$ cat src/rtl/lps_pkg.sv
// ----------------------------------------------------------------------------
// lps_pkg
// Shared codes and types for the LED pattern sequencer.
// ----------------------------------------------------------------------------
package lps_pkg;

    typedef enum logic [2:0] {
        OP_TICK      = 3'd0,
        OP_ADD       = 3'd1,
        OP_PLAY      = 3'd2,
        OP_STOP      = 3'd3,
        OP_CLEAR     = 3'd4,
        OP_REC_START = 3'd5,
        OP_SWITCH    = 3'd6
    } op_t;

    typedef enum logic [2:0] {
        ST_OK    = 3'd0,
        ST_FULL  = 3'd1,
        ST_EMPTY = 3'd2,
        ST_DONE  = 3'd3,
        ST_BUSY  = 3'd4
    } status_t;

    typedef enum logic {
        CFG_SPEED_TICKS = 1'b0,
        CFG_LOOP_ENABLE = 1'b1
    } cfg_index_t;

    localparam logic [7:0] SPEED_RESET   = 8'd20;
    localparam logic       LOOP_RESET    = 1'b1;
    localparam logic [7:0] CAPTURE_MASK  = 8'hFE;
    localparam int         SW_CAPTURE    = 0;
    localparam int         SW_FINISH     = 7;

    typedef struct packed {
        op_t        op;
        logic [7:0] value;
    } item_t;

    typedef struct packed {
        logic [7:0] led_value;
        logic       led_update;
        status_t    status;
    } result_t;

endpackage

$ cat src/rtl/lps_store.sv
// ----------------------------------------------------------------------------
// lps_store
// Pattern memory: one write port, one read port with registered data.
// ----------------------------------------------------------------------------
module lps_store #(
    parameter int DEPTH = 16,
    parameter int AW    = 4
) (
    input  logic          clk,
    input  logic          we,
    input  logic [AW-1:0] waddr,
    input  logic [7:0]    wdata,
    input  logic [AW-1:0] raddr,
    output logic [7:0]    rdata
);

    logic [7:0] mem [DEPTH];
    logic [7:0] rdata_reg;

    always_ff @(posedge clk)
    begin
        if (we)
        begin
            mem[waddr] <= wdata;
        end
    end

    // write-first: a write to the address being read shows at once
    always_ff @(posedge clk)
    begin
        if (we && (waddr == raddr))
        begin
            rdata_reg <= wdata;
        end
        else
        begin
            rdata_reg <= mem[raddr];
        end
    end

    assign rdata = rdata_reg;

endmodule

$ cat src/rtl/lps_ctrl.sv
// ----------------------------------------------------------------------------
// lps_ctrl
// Sequencer state, per-request update logic and result register.
// ----------------------------------------------------------------------------
module lps_ctrl #(
    parameter int MAX_PATTERNS = 16,
    parameter int IDXW         = $clog2(MAX_PATTERNS),
    parameter int CNTW         = $clog2(MAX_PATTERNS + 1)
) (
    input  logic              clk,
    input  logic              rst_n,
    input  logic              in_valid,
    input  lps_pkg::item_t    item,
    input  logic [7:0]        speed_ticks,
    input  logic              loop_enable,
    input  logic [7:0]        rd_data,
    output logic              mem_we,
    output logic [IDXW-1:0]   mem_waddr,
    output logic [7:0]        mem_wdata,
    output logic [IDXW-1:0]   mem_raddr,
    output logic              done,
    output lps_pkg::result_t  res,
    output logic [CNTW-1:0]   count,
    output logic              playing,
    output logic              recording
);

    localparam logic [CNTW-1:0] MAX_COUNT = CNTW'(MAX_PATTERNS);

    logic [CNTW-1:0]  count_reg, count_next;
    logic [IDXW-1:0]  idx_reg, idx_next;
    logic             play_reg, play_next;
    logic             rec_reg, rec_next;
    logic [7:0]       div_reg, div_next;
    logic [7:0]       last_sw_reg, last_sw_next;
    logic             done_reg;
    lps_pkg::result_t res_reg, res_next;

    logic [7:0]       period;
    logic [8:0]       div_inc;
    logic [CNTW-1:0]  idx_inc;
    logic             full;

    always_comb
    begin
        count_next   = count_reg;
        idx_next     = idx_reg;
        play_next    = play_reg;
        rec_next     = rec_reg;
        div_next     = div_reg;
        last_sw_next = last_sw_reg;
        res_next.led_value  = 8'd0;
        res_next.led_update = 1'b0;
        res_next.status     = lps_pkg::ST_OK;
        mem_we    = 1'b0;
        mem_wdata = item.value;

        period  = (speed_ticks == 8'd0) ? 8'd1 : speed_ticks;
        div_inc = {1'b0, div_reg} + 9'd1;
        idx_inc = CNTW'(idx_reg) + CNTW'(1);
        full    = (count_reg >= MAX_COUNT);

        if (in_valid)
        begin
            case (item.op)
                lps_pkg::OP_TICK:
                begin
                    div_next = (div_inc >= {1'b0, period}) ? 8'd0 : div_inc[7:0];
                    if ((div_reg == 8'd0) && play_reg)
                    begin
                        res_next.led_value  = rd_data;
                        res_next.led_update = 1'b1;
                        if (idx_inc >= count_reg)
                        begin
                            idx_next = '0;
                            if (!loop_enable)
                            begin
                                play_next          = 1'b0;
                                res_next.led_value = 8'd0;
                                res_next.status    = lps_pkg::ST_DONE;
                            end
                        end
                        else
                        begin
                            idx_next = idx_inc[IDXW-1:0];
                        end
                    end
                end
                lps_pkg::OP_ADD:
                begin
                    if (rec_reg)
                    begin
                        res_next.status = lps_pkg::ST_BUSY;
                    end
                    else if (full)
                    begin
                        res_next.status = lps_pkg::ST_FULL;
                    end
                    else
                    begin
                        mem_we     = 1'b1;
                        count_next = count_reg + CNTW'(1);
                    end
                end
                lps_pkg::OP_PLAY:
                begin
                    if (rec_reg)
                    begin
                        res_next.status = lps_pkg::ST_BUSY;
                    end
                    else if (count_reg == '0)
                    begin
                        res_next.status = lps_pkg::ST_EMPTY;
                    end
                    else
                    begin
                        play_next = 1'b1;
                        idx_next  = '0;
                    end
                end
                lps_pkg::OP_STOP:
                begin
                    if (rec_reg)
                    begin
                        res_next.status = lps_pkg::ST_BUSY;
                    end
                    else
                    begin
                        play_next           = 1'b0;
                        res_next.led_update = 1'b1;
                    end
                end
                lps_pkg::OP_CLEAR:
                begin
                    if (rec_reg)
                    begin
                        res_next.status = lps_pkg::ST_BUSY;
                    end
                    else
                    begin
                        count_next          = '0;
                        play_next           = 1'b0;
                        idx_next            = '0;
                        res_next.led_update = 1'b1;
                    end
                end
                lps_pkg::OP_REC_START:
                begin
                    if (rec_reg)
                    begin
                        res_next.status = lps_pkg::ST_BUSY;
                    end
                    else
                    begin
                        play_next    = 1'b0;
                        idx_next     = '0;
                        count_next   = '0;
                        rec_next     = 1'b1;
                        last_sw_next = item.value;
                    end
                end
                lps_pkg::OP_SWITCH:
                begin
                    if (rec_reg)
                    begin
                        // capture on SW0 rise, then finish check on SW7 rise
                        if (item.value[lps_pkg::SW_CAPTURE] && !last_sw_reg[lps_pkg::SW_CAPTURE])
                        begin
                            if (full)
                            begin
                                res_next.status = lps_pkg::ST_FULL;
                            end
                            else
                            begin
                                mem_we              = 1'b1;
                                mem_wdata           = item.value & lps_pkg::CAPTURE_MASK;
                                count_next          = count_reg + CNTW'(1);
                                res_next.led_value  = item.value & lps_pkg::CAPTURE_MASK;
                                res_next.led_update = 1'b1;
                            end
                        end
                        if (item.value[lps_pkg::SW_FINISH] && !last_sw_reg[lps_pkg::SW_FINISH])
                        begin
                            rec_next = 1'b0;
                        end
                        last_sw_next = item.value;
                    end
                end
                default:
                begin
                end
            endcase
        end
    end

    assign mem_waddr = count_reg[IDXW-1:0];
    // keep the read port one step ahead so rd_data is always store[idx_reg]
    assign mem_raddr = idx_next;

    always_ff @(posedge clk or negedge rst_n)
    begin
        if (!rst_n)
        begin
            count_reg   <= '0;
            idx_reg     <= '0;
            play_reg    <= 1'b0;
            rec_reg     <= 1'b0;
            div_reg     <= 8'd0;
            last_sw_reg <= 8'd0;
            done_reg    <= 1'b0;
        end
        else
        begin
            count_reg   <= count_next;
            idx_reg     <= idx_next;
            play_reg    <= play_next;
            rec_reg     <= rec_next;
            div_reg     <= div_next;
            last_sw_reg <= last_sw_next;
            done_reg    <= in_valid;
        end
    end

    always_ff @(posedge clk)
    begin
        res_reg <= res_next;
    end

    assign done      = done_reg;
    assign res       = res_reg;
    assign count     = count_reg;
    assign playing   = play_reg;
    assign recording = rec_reg;

endmodule

$ cat src/rtl/led_pattern_sequencer.sv
// ----------------------------------------------------------------------------
// led_pattern_sequencer
// Stores byte-wide LED patterns, plays them back paced by a tick divider and
// records them from switch samples.
// ----------------------------------------------------------------------------
//
//  channel   | handshake              | payload
//  ----------+------------------------+-------------------------------------
//  request   | start / busy           | op, value
//  result    | done (1-cycle strobe)  | led_value, led_update, status,
//            |                        | stored_count, playing, recording
//  config    | cfg_write              | cfg_index, cfg_data
//
//  One request is taken per clock; busy stays low.
//  A request passes through the request register, then the update logic into
//  the result register; done is registered alongside the result.
//  The per-request state update is computed combinationally from the state registers;
//  the pattern memory read is registered and kept aligned to the play index.
//  rst_n clears all control state and reloads speed_ticks = 20, loop_enable = 1.
//  Pattern memory is not cleared; the receiver cannot stall results.
//
module led_pattern_sequencer #(
    parameter int MAX_PATTERNS = 16
) (
    input  logic                                clk,
    input  logic                                rst_n,
    input  logic                                start,
    output logic                                busy,
    input  logic [2:0]                          op,
    input  logic [7:0]                          value,
    input  logic                                cfg_write,
    input  logic                                cfg_index,
    input  logic [7:0]                          cfg_data,
    output logic                                done,
    output logic [7:0]                          led_value,
    output logic                                led_update,
    output logic [2:0]                          status,
    output logic [$clog2(MAX_PATTERNS + 1)-1:0] stored_count,
    output logic                                playing,
    output logic                                recording
);

    localparam int IDXW = $clog2(MAX_PATTERNS);
    localparam int CNTW = $clog2(MAX_PATTERNS + 1);

    // request register
    lps_pkg::item_t   item_reg;
    logic             valid_reg;

    // configuration registers
    logic [7:0]       speed_reg;
    logic             loop_reg;

    // memory port
    logic             mem_we;
    logic [IDXW-1:0]  mem_waddr;
    logic [7:0]       mem_wdata;
    logic [IDXW-1:0]  mem_raddr;
    logic [7:0]       mem_rdata;

    lps_pkg::result_t res;
    logic             accept;

    assign busy   = 1'b0;
    assign accept = start && !busy;

    always_ff @(posedge clk or negedge rst_n)
    begin
        if (!rst_n)
        begin
            valid_reg <= 1'b0;
            speed_reg <= lps_pkg::SPEED_RESET;
            loop_reg  <= lps_pkg::LOOP_RESET;
        end
        else
        begin
            valid_reg <= accept;
            if (cfg_write)
            begin
                case (lps_pkg::cfg_index_t'(cfg_index))
                    lps_pkg::CFG_SPEED_TICKS: speed_reg <= cfg_data;
                    lps_pkg::CFG_LOOP_ENABLE: loop_reg  <= cfg_data[0];
                    default:
                    begin
                    end
                endcase
            end
        end
    end

    // payload only, no reset needed
    always_ff @(posedge clk)
    begin
        if (accept)
        begin
            item_reg.op    <= lps_pkg::op_t'(op);
            item_reg.value <= value;
        end
    end

    lps_ctrl #(
        .MAX_PATTERNS (MAX_PATTERNS),
        .IDXW         (IDXW),
        .CNTW         (CNTW)
    ) u_ctrl (
        .clk          (clk),
        .rst_n        (rst_n),
        .in_valid     (valid_reg),
        .item         (item_reg),
        .speed_ticks  (speed_reg),
        .loop_enable  (loop_reg),
        .rd_data      (mem_rdata),
        .mem_we       (mem_we),
        .mem_waddr    (mem_waddr),
        .mem_wdata    (mem_wdata),
        .mem_raddr    (mem_raddr),
        .done         (done),
        .res          (res),
        .count        (stored_count),
        .playing      (playing),
        .recording    (recording)
    );

    lps_store #(
        .DEPTH (MAX_PATTERNS),
        .AW    (IDXW)
    ) u_store (
        .clk   (clk),
        .we    (mem_we),
        .waddr (mem_waddr),
        .wdata (mem_wdata),
        .raddr (mem_raddr),
        .rdata (mem_rdata)
    );

    assign led_value  = res.led_value;
    assign led_update = res.led_update;
    assign status     = res.status;

endmodule

$ cat config.mk
export PLATFORM = sky130hd
export DESIGN_NAME = led_pattern_sequencer
export DESIGN_NICKNAME = d
export VERILOG_FILES = /design/src/rtl/lps_pkg.sv /design/src/rtl/lps_store.sv /design/src/rtl/lps_ctrl.sv /design/src/rtl/led_pattern_sequencer.sv
export SDC_FILE = /design/constraint.sdc
export NUM_CORES = 1
export LEC_CHECK = 0
export BUFFER_PORTS_ARGS = -buffer_cell sky130_fd_sc_hd__buf_2
export CELL_PAD_IN_SITES_DETAIL_PLACEMENT = 0
export CELL_PAD_IN_SITES_GLOBAL_PLACEMENT = 1
export CORE_MARGIN = 2
export CORE_UTILIZATION = 50
export CTS_CLUSTER_SIZE = 16
export DETAILED_ROUTE_END_ITERATION = 16
export PLACE_DENSITY_LB_ADDON = 0.1
export RECOVER_POWER = 50
export SLEW_MARGIN = 20
export SYNTH_ARGS = -nofsm -noshare
export SYNTH_HDL_FRONTEND = slang
export SYNTH_SLANG_ARGS = --single-unit
$ cat constraint.sdc
create_clock -name clk -period 2.9 [get_ports clk]
set_input_delay 0.435 -clock clk [delete_from_list [all_inputs] [get_ports clk]]
set_output_delay 0.435 -clock clk [all_outputs]
set_load 0.005 [all_outputs]
Word level (Yosys, flattened, before mapping)
Memories as Yosys holds them, arrays and structs flattened. A register that Yosys moved wholly into a read port is not among the register bits.
Cells that the tools add are included.
{ "totals": {"ff_bits": 61, "ramBits": 128, "in_bits": 24, "out_inout_bits": 21, "word_cells": 120, "mem_count": 1} }
{ "mem_list": {"columns": ["name", "words", "width", "rd", "rd_clocked_by_memory_dff", "wr", "line", "text"], "rows": [
  ["u_store.mem", 16, 8, 1, 1, 1, "lps_store.sv:17", "logic [7:0] mem [DEPTH];"]
]} }
{ "classes": {"n_addsub": 3, "magnitude_cmp": 3, "eq_ne": 17, "n_mux": 58, "n_bitwise": 1, "reduce_logical": 22} }
{ "ops": {"columns": ["operator", "n"], "rows": [
  ["8-bit two-way mux", 6],
  ["12-bit two-way mux", 3],
  ["8-bit case mux with 2 select lines", 2],
  ["5-bit two-way mux", 5],
  ["4-bit two-way mux", 6],
  ["1-bit two-way mux", 22],
  ["8-bit logical NOT", 2],
  ["3-bit case mux with 5 select lines", 1],
  ["5-bit case mux with 3 select lines", 1],
  ["2-bit inequality test (second input constant)", 7],
  ["3-bit two-way mux", 4],
  ["4-bit case mux with 3 select lines", 1],
  ["8-bit by 1-bit adder with 9-bit output (second input constant)", 1],
  ["3-bit == test (second input constant)", 3],
  ["9-bit by 8-bit greater-or-equal comparator with 1-bit output", 1],
  ["9-bit two-way mux", 1],
  ["2-bit by 1-bit inequality test with 1-bit output (second input constant)", 4],
  ["2-bit AND reduction", 4],
  ["8-bit AND reduction", 1],
  ["3-bit by 2-bit == test with 1-bit output (second input constant)", 2],
  ["1-bit case mux with 3 select lines", 2],
  ["6-bit AND reduction", 1],
  ["3-bit nonzero test", 2],
  ["4-bit by 1-bit adder with 5-bit output (second input constant)", 1],
  ["15 further kinds", 21]
]} }

Depth between registers and ports, before layout
Gate-level depths: netlist (run 1).
{ "logic_depth": {"depth_word": 8, "ltp_mapped": 10} }

Cells and area by module
Synthesis (run 1) repeated with hierarchy kept, for this count alone.
{ "hier_totals": {"cells_unflattened": 523, "hier_area_um2": 8141.6} }
{ "modules_own_cells": {"columns": ["mod", "instances", "cells_each", "area_per_inst_um2"], "rows": [
  ["lps_store", 1, 225, 5067.4],
  ["lps_ctrl", 1, 263, 2318.5],
  ["led_pattern_sequencer", 1, 35, 755.7]
]} }

Worst setup path before layout (run 1)
No wires, ideal clock.
{ "synth_timing": {"path_kind": "register to register", "start": "register item_reg[10] (netlist name)", "end": "memory u_store.mem[3][0], enable pin", "setup_time_ns": 0.383, "arrival_ns": 2.071, "setup_slack_ns": 0.446, "path_stages_with_launch": 6, "n_path_buf": 0, "synth_period_minus_slack_ns": 2.454, "path_cell_list": "edfxtp_1 -> or3b_1 -> nand2b_1 -> a21oi_1 -> nand2_1 -> nor3_1"} }
{ "synth_via": {"elab_chain_len": 5} }
{ "synth_lines": {"columns": ["item", "line", "text"], "rows": [
  ["from (decl)", "led_pattern_sequencer.sv:47", "lps_pkg::item_t item_reg;"],
  ["3-bit == test / 3-bit by 1-bit == test with 1-bit output (equally long branches)", "lps_ctrl.sv:65", "case (item.op)"],
  ["1-bit case mux with 2 select lines (*)", "lps_ctrl.sv:65", null],
  ["1-bit two-way mux (*)", "lps_ctrl.sv:63", "if (in_valid)"],
  ["1-bit two-way mux (*)", "lps_store.sv:22", "if (we)"],
  ["1-bit two-way mux (implied by the code) (*)", "lps_store.sv:24", "mem[waddr] <= wdata;"],
  ["to (decl)", "lps_store.sv:17", null]
]} }
Every way passes the cells marked *; elsewhere a longest branch is shown, timed or not.

Worst setup path in the final report (run 1)
{ "layout_timing": {"start": "register item_reg[9] (netlist name)", "end": "memory u_store.mem[9][2], enable pin"} }
Same word-level chain as after synthesis.

==> impl_metrics.tcl, run 1 <==
set metrics [dict create \
    yosysWarnings 0 \
    final-hold-violation-count 0 \
    synth_cell_types 66 \
    crit_path_start_kind "flop" \
    fill_cells 1271 \
    register_area_um2 5300 \
    fin_nets 602 \
    std_cell_rows 46 \
    drtIter0Drc 362 \
    crit_arrival_ns 2.68 \
    holdCritPathClass "in -> reg" \
    crit_type "reg -> reg" \
    hold_depth 1 \
    min_from "op[2]" \
    violations "max-capacitance violations, max-slew violations" \
    clkSinkCount 187 \
    worstReg2RegEnd "u_store.mem[9][2]" \
    slew_headroom_pct -22.0 \
    synth_cells 490 \
    holdPathEnd "item_reg[10]" \
    period_share_pct 88.1 \
    post-cts-setup-buffers 0 \
    syn-num-nets 534 \
    drc_errors 0 \
    drive_gt1_share_pct 21.1 \
    path_clk_slew_ns 0.06 \
    leakage_nw 3.35 \
    gr-total-overflow 0 \
    gp_congestion 0.776 \
    grt_max_degree 33 \
    grt_pass1_vias 4348 \
    min_period_ns 2.56 \
    vias 4379 \
    skew_ns 0.00612 \
    synthFlopType "edfxtp_1" \
    worst-path-max-fanout 14 \
    timing.rr.start "item_reg[9]" \
    syn_to_final_growth_pct 13.3 \
    power.density_nw_per_um2 665 \
    cp-end-kind "flop" \
    antenna_found_initial 0 \
    start_util_pct 50.8 \
    ys_ff_latch 187 \
    synth_top_area_cell "edfxtp_1" \
    r2r_setup_slack_ns 0.34 \
    via_per_inst 5.57 \
    ff2ff_path_depth 6 \
    synth_edf_count 139 \
    synth_seq_area_share_pct 66.1 \
    crit_required_ns 3.03 \
    fp.dieW_um 131 \
    io_buffer_count 43 \
    grt_setup_unrepaired "false" \
    setup_viol 0 \
    vdd_drop_max_v 0.000400 \
    wire_per_inst_um 19.7 \
    io_pins 45 \
    netlist_top_cells_area "edfxtp_1 (52%), dfrtp_1 (9.1%), mux4_1 (7.2%)" \
    cts_tree "yes" \
    drv_slew 33 \
    die_y_um 131 \
    finalPower_mw 6.04 \
    synth.cell_area_um2 8020 \
    htreeDepth 4 \
    synth_top_area_share_pct 52.1 \
    grt_first_pass_wirelength_um 23700 \
    antenna_cells 0 \
    holdBufCountCts 0 \
    cts_resized 0 \
    hpwlAfterDp_um 10500 \
    drtAntennaViolNets 0 \
    firstDrtPassIters 4 \
    design.core.area_um2 15800 \
    dieArea_um2 17100 \
    drv_cap 1 \
    multi_input_area_um2 2460 \
    tightest_slew_ns 1.83 \
    outcome "finished, violations left" \
    synthArstFlopShare_pct 17.1 \
    cts-root-buf "clkbuf_16" \
    largest_reg_flops 128 \
    routed_wl_um 15500 \
    track_usage_pct 19.1 \
    avgSynthCellArea_um2 16.4 \
    cts_buffers 17 \
    clk_latency_ns 0.43 \
    clockBufferDepth 2 \
    fmaxAchievable_ghz 0.391 \
    fin_setup_tns_ns 0 \
]
-- metrics by stage --
| stage | area [um2] | cells | hold WS (ns) | setup WS (ns) | utilization [%] |
|---|---|---|---|---|---|
| 5_1_grt | 9080 | 786 | 0.163 | 0.220 | 57.6 |
| 3_5_place_dp | 8530 | 755 | 0.490 | 0.397 | 54.1 |
| 4_1_cts | 9100 | 786 | 0.113 | 0.378 | 57.7 |
| 2_1_floorplan | 8020 | 490 | 0.139 | 0.446 | - |
| 6_report | 9080 | 786 | 0.180 | 0.344 | 57.6 |
| 3_3_place_gp | 8530 | 755 | 0.497 | 0.448 | 54.1 |
-- area by class of cell --
cell class              count  area share, %
repair buffers             68           4.38
multi-input cells         263           27.1
clock buffers              17           4.68
well taps                 216           2.97
clock inverters            14           1.63
inverters                  21          0.868
flip-flops and latches    187           58.3
-- routing by layer --
metal	up-vias	share of wire (%)	wire length [um]	GRT usage [%]
met5	-	0	0	0
met4	0	1.9	292	7.13
met3	19	2.8	440	3.71
met2	84	51	7930	32.4
met1	2205	44	6830	24.5
li1	2071	-	-	-
-- power breakdown --
part | leakage, nW | internal [mW] | switching, mW
sequential | 1.79 | 3.00 | 0.142
combinational | 1.29 | 0.313 | 0.322
clock | 0.275 | 1.27 | 0.998
total | 3.35 | 4.58 | 1.46
-- worst max-delay path by stage --
stage                      start                 end  slack (ns)  cells after the start
detailed placement   item_reg[9]   u_store.mem[9][1]        0.40                      6
CTS                  item_reg[9]   u_store.mem[9][2]        0.38                      6
finish               item_reg[9]   u_store.mem[9][2]        0.34                      6
global placement    item_reg[10]  u_store.mem[13][4]        0.45                      6
floorplan           item_reg[10]   u_store.mem[3][0]        0.45                      5
global route        item_reg[10]   u_store.mem[0][6]        0.22                      6
-- synth_stat cells, drive strengths merged (5+ instances only) --
| cell | number |
|---|---|
| a211oi | 9 |
| a21oi | 17 |
| a22o | 15 |
| and2b | 6 |
| and3 | 6 |
| buf | 7 |
| clkbuf | 12 |
| dfrtp | 29 |
| dfxtp | 16 |
| edfxtp | 139 |
| ha | 20 |
| inv | 21 |
| mux2 | 6 |
| mux2i | 8 |
| mux4 | 33 |
| nand2 | 28 |
| nand3 | 12 |
| nor2 | 17 |
| nor2b | 5 |
| nor3 | 7 |
| o21ai | 16 |
| xnor2 | 5 |
-- cell families after synthesis --
family,synth area share (%)
mux,12.1
xor+xnor,0.983
buf+inv,3.17
other cells,0.0468
flops,66.1
compound gates,7.55
fa+ha+maj,3.12
simple gates,6.90
-- worst max-delay path, cell delays in order, from the launching register on --
cell and delay (ns):
edfxtp_1 0.55, or3b_1 0.49, nand2b_1 0.18, a21oi_1 0.41
nand2_1 0.21, nor2_1 0.18, buf_4 0.23
-- cell usage in the layout, fill, tap and decap left out, drive strengths merged, types with 4 or more instances in the layout --
cell type / synthesis / routed
o21ai: 16 / 16
clkbuf: 12 / 29
and3: 6 / 6
buf: 7 / 56
a21o: 4 / 4
inv: 21 / 24
mux2i: 8 / 8
mux4: 33 / 33
xnor2: 5 / 5
nor2b: 5 / 5
nand3: 12 / 12
a211oi: 9 / 9
xor2: 4 / 4
a21oi: 17 / 17
clkinv: 0 / 6
mux2: 6 / 6
dfrtp: 29 / 29
ha: 20 / 20
edfxtp: 139 / 139
a22o: 15 / 15
nand2: 28 / 28
dfxtp: 16 / 16
nor3: 7 / 7
and2b: 6 / 6
nor2: 17 / 17
(Power assumes the default switching activity.)
==> inputs of run 2 (changes only) <==
==> constraint.sdc (replaced) <==
create_clock -name clk -period 2.8 [get_ports clk]
set_input_delay 0.42 -clock clk [delete_from_list [all_inputs] [get_ports clk]]
set_output_delay 0.42 -clock clk [all_outputs]
set_load 0.005 [all_outputs]
==> run 2 against run 1 <==
The flow still finishes with violations (max-capacitance violations, max-slew violations). Combinational power is essentially flat. Hold slack worse by 0.0097 ns. Wire length down 0.70%. Cell count increased by 0.38%. Sequential power up 4%. Largest cell class unchanged. Register-to-register slack got worse by 0.06 ns. Setup slack lost 0.059 ns. Critical endpoint is now u_ctrl.div_reg[3]. Count of clock-buffer cells in the layout unchanged. Total power rose by 1.8%. Clock skew is 0.0040 ns higher. Cell area about the same.
==> impl_metrics.tcl, run 2 (synthesis results as in run 1) <==
set metrics [dict create \
    path_common_cell "ha_1" \
    cts-root-buf "clkbuf_16" \
    track_usage_pct 19.2 \
    period_share_pct 89.8 \
    min_period_ns 2.51 \
    crit_path_start_kind "flop" \
    holdCritPathClass "in -> reg" \
    outcome "finished, violations left" \
    leakage_nw 3.36 \
    violations "max-capacitance violations, max-slew violations" \
    drtIter0Drc 272 \
    critPathSlowestCell "dfrtp_1" \
    min_from "op[0]" \
    largest_reg_flops 128 \
    power.density_nw_per_um2 677 \
    via_per_inst 5.53 \
    dpl-instance-area_um2 8540 \
    cts_buffers 17 \
    firstDrtPassIters 4 \
    drv_cap 1 \
    antenna_cells 0 \
    final-hold-violation-count 0 \
    htreeDepth 4 \
    fmaxAchievable_ghz 0.398 \
    clk_latency_ns 0.43 \
    holdPathEnd "item_reg[8]" \
    post-cts-setup-buffers 0 \
    timing.rr.start "u_ctrl.div_reg[0]" \
    drive_gt1_share_pct 21.8 \
    dieArea_um2 17100 \
    holdBufCountCts 0 \
    final_cell_mix "edfxtp_1 (139), buf_2 (33), dfrtp_1 (29)" \
    max_stage_delay_ns 0.44 \
    r2r_setup_slack_ns 0.29 \
    drv_slew 33 \
    drc_errors 0 \
    wire_per_inst_um 19.5 \
    io_pins 45 \
    final_common_cell "edfxtp_1" \
    gp_congestion 0.775 \
    vdd_drop_max_v 0.000364 \
    vias 4367 \
    tightest_slew_ns 1.87 \
    std_cell_rows 46 \
    cts_resized 0 \
    fin_nets 604 \
    syn_to_final_growth_pct 13.3 \
    gr-total-overflow 0 \
    grt_pass1_vias 4346 \
    worstReg2RegEnd "u_ctrl.div_reg[3]" \
    crit_required_ns 3.11 \
    ff2ff_path_depth 10 \
    hpwlAfterDp_um 10600 \
    die_y_um 131 \
    antenna_found_initial 0 \
    design.core.area_um2 15800 \
    cp-end-kind "flop" \
    io_buffer_count 43 \
    fp.dieW_um 131 \
    hold_depth 1 \
    final_cell_area_um2 9090 \
    skew_ns 0.0101 \
    grt_first_pass_wirelength_um 24000 \
    fin_setup_tns_ns 0 \
    worst-path-max-fanout 7 \
    path_cells "ha_1, and3_1, nand3_1, xnor2_1, ha_1, o21a_1, o2111ai_1, o211ai_2, inv_2, a22o_1" \
    slew_headroom_pct -24.7 \
    path_clk_slew_ns 0.08 \
    grt_max_degree 33 \
    clockBufferDepth 2 \
    crit_type "reg -> reg" \
    grt_setup_unrepaired "false" \
    cts_tree "yes" \
    routed_wl_um 15400 \
    clkSinkCount 187 \
    setup_viol 0 \
    start_util_pct 50.8 \
    crit_arrival_ns 2.82 \
    drtAntennaViolNets 0 \
]
[run 2: changes by cell type in the layout (fill, tap and decap cells not counted)]
cell	before	now
clkinvlp_4	3	4
buf_2	32	33
clkinv_1	1	0
clkbuf_1	12	11
bufinv_16	2	0
inv_6	2	4
buf_4	23	25
clkinv_2	3	1
inv_8	1	4
[run 2: layout make-up]
cell class	count	area, um2
Multi-Input combinational cell	263	2460
Clock buffer	17	425
Inverter	21	78.8
Sequential cell	187	5300
Timing Repair Buffer	70	414
Tap cell	216	270
Clock inverter	15	133
Fill cell	1265	6680
[run 2: per-layer routing]
layer	global-route usage (%)	wire length (um)	vias up
li1	-	-	2071
met1	25.6	7050	2212
met2	32.6	7790	71
met3	3.14	388	13
met4	6.13	150	0
met5	0	0	-
[run 2: how the worst max path moves through the flow]
stage | cells after the start | endpoint | slack [ns] | startpoint
finish | 10 | u_ctrl.div_reg[3] | 0.29 | u_ctrl.div_reg[0]
global route | 10 | u_ctrl.div_reg[3] | 0.07 | u_ctrl.div_reg[0]
CTS | 10 | u_ctrl.div_reg[3] | 0.29 | u_ctrl.div_reg[0]
detailed placement | 6 | u_store.mem[8][5] | 0.31 | item_reg[10]
global placement | 6 | u_store.mem[8][5] | 0.32 | item_reg[10]
floorplan | 5 | u_store.mem[3][0] | 0.35 | item_reg[10]
[run 2: worst max-delay path: cells and delay by family, from the launching register on]
family,cells,cell delay [ns]
AOI/OAI and AO/OA,4,0.79
xor gates and xnor gates,1,0.17
adders and majority gates,2,0.50
buffers and inverters,1,0.11
DFF,1,0.44
and+or+nand+nor,2,0.39
[run 2: per-stage QoR]
| step | hold slack (ns) | util [%] | power (mW) | worst slack, ns | std cells |
|---|---|---|---|---|---|
| 2_1_floorplan | 0.124 | - | 3.76 | 0.346 | 490 |
| 3_3_place_gp | 0.497 | 54.2 | 3.96 | 0.323 | 757 |
| 3_5_place_dp | 0.499 | 54.2 | 3.97 | 0.307 | 757 |
| 4_1_cts | 0.102 | 57.7 | 6.21 | 0.291 | 789 |
| 5_1_grt | 0.150 | 57.6 | 6.42 | 0.0656 | 789 |
| 6_report | 0.170 | 57.6 | 6.15 | 0.285 | 789 |
[run 2: report_power, final]
group          internal (mW)  switching, mW  total, mW
registers               3.10          0.158       3.26
logic                  0.322          0.312      0.634
clock network           1.17           1.08       2.25
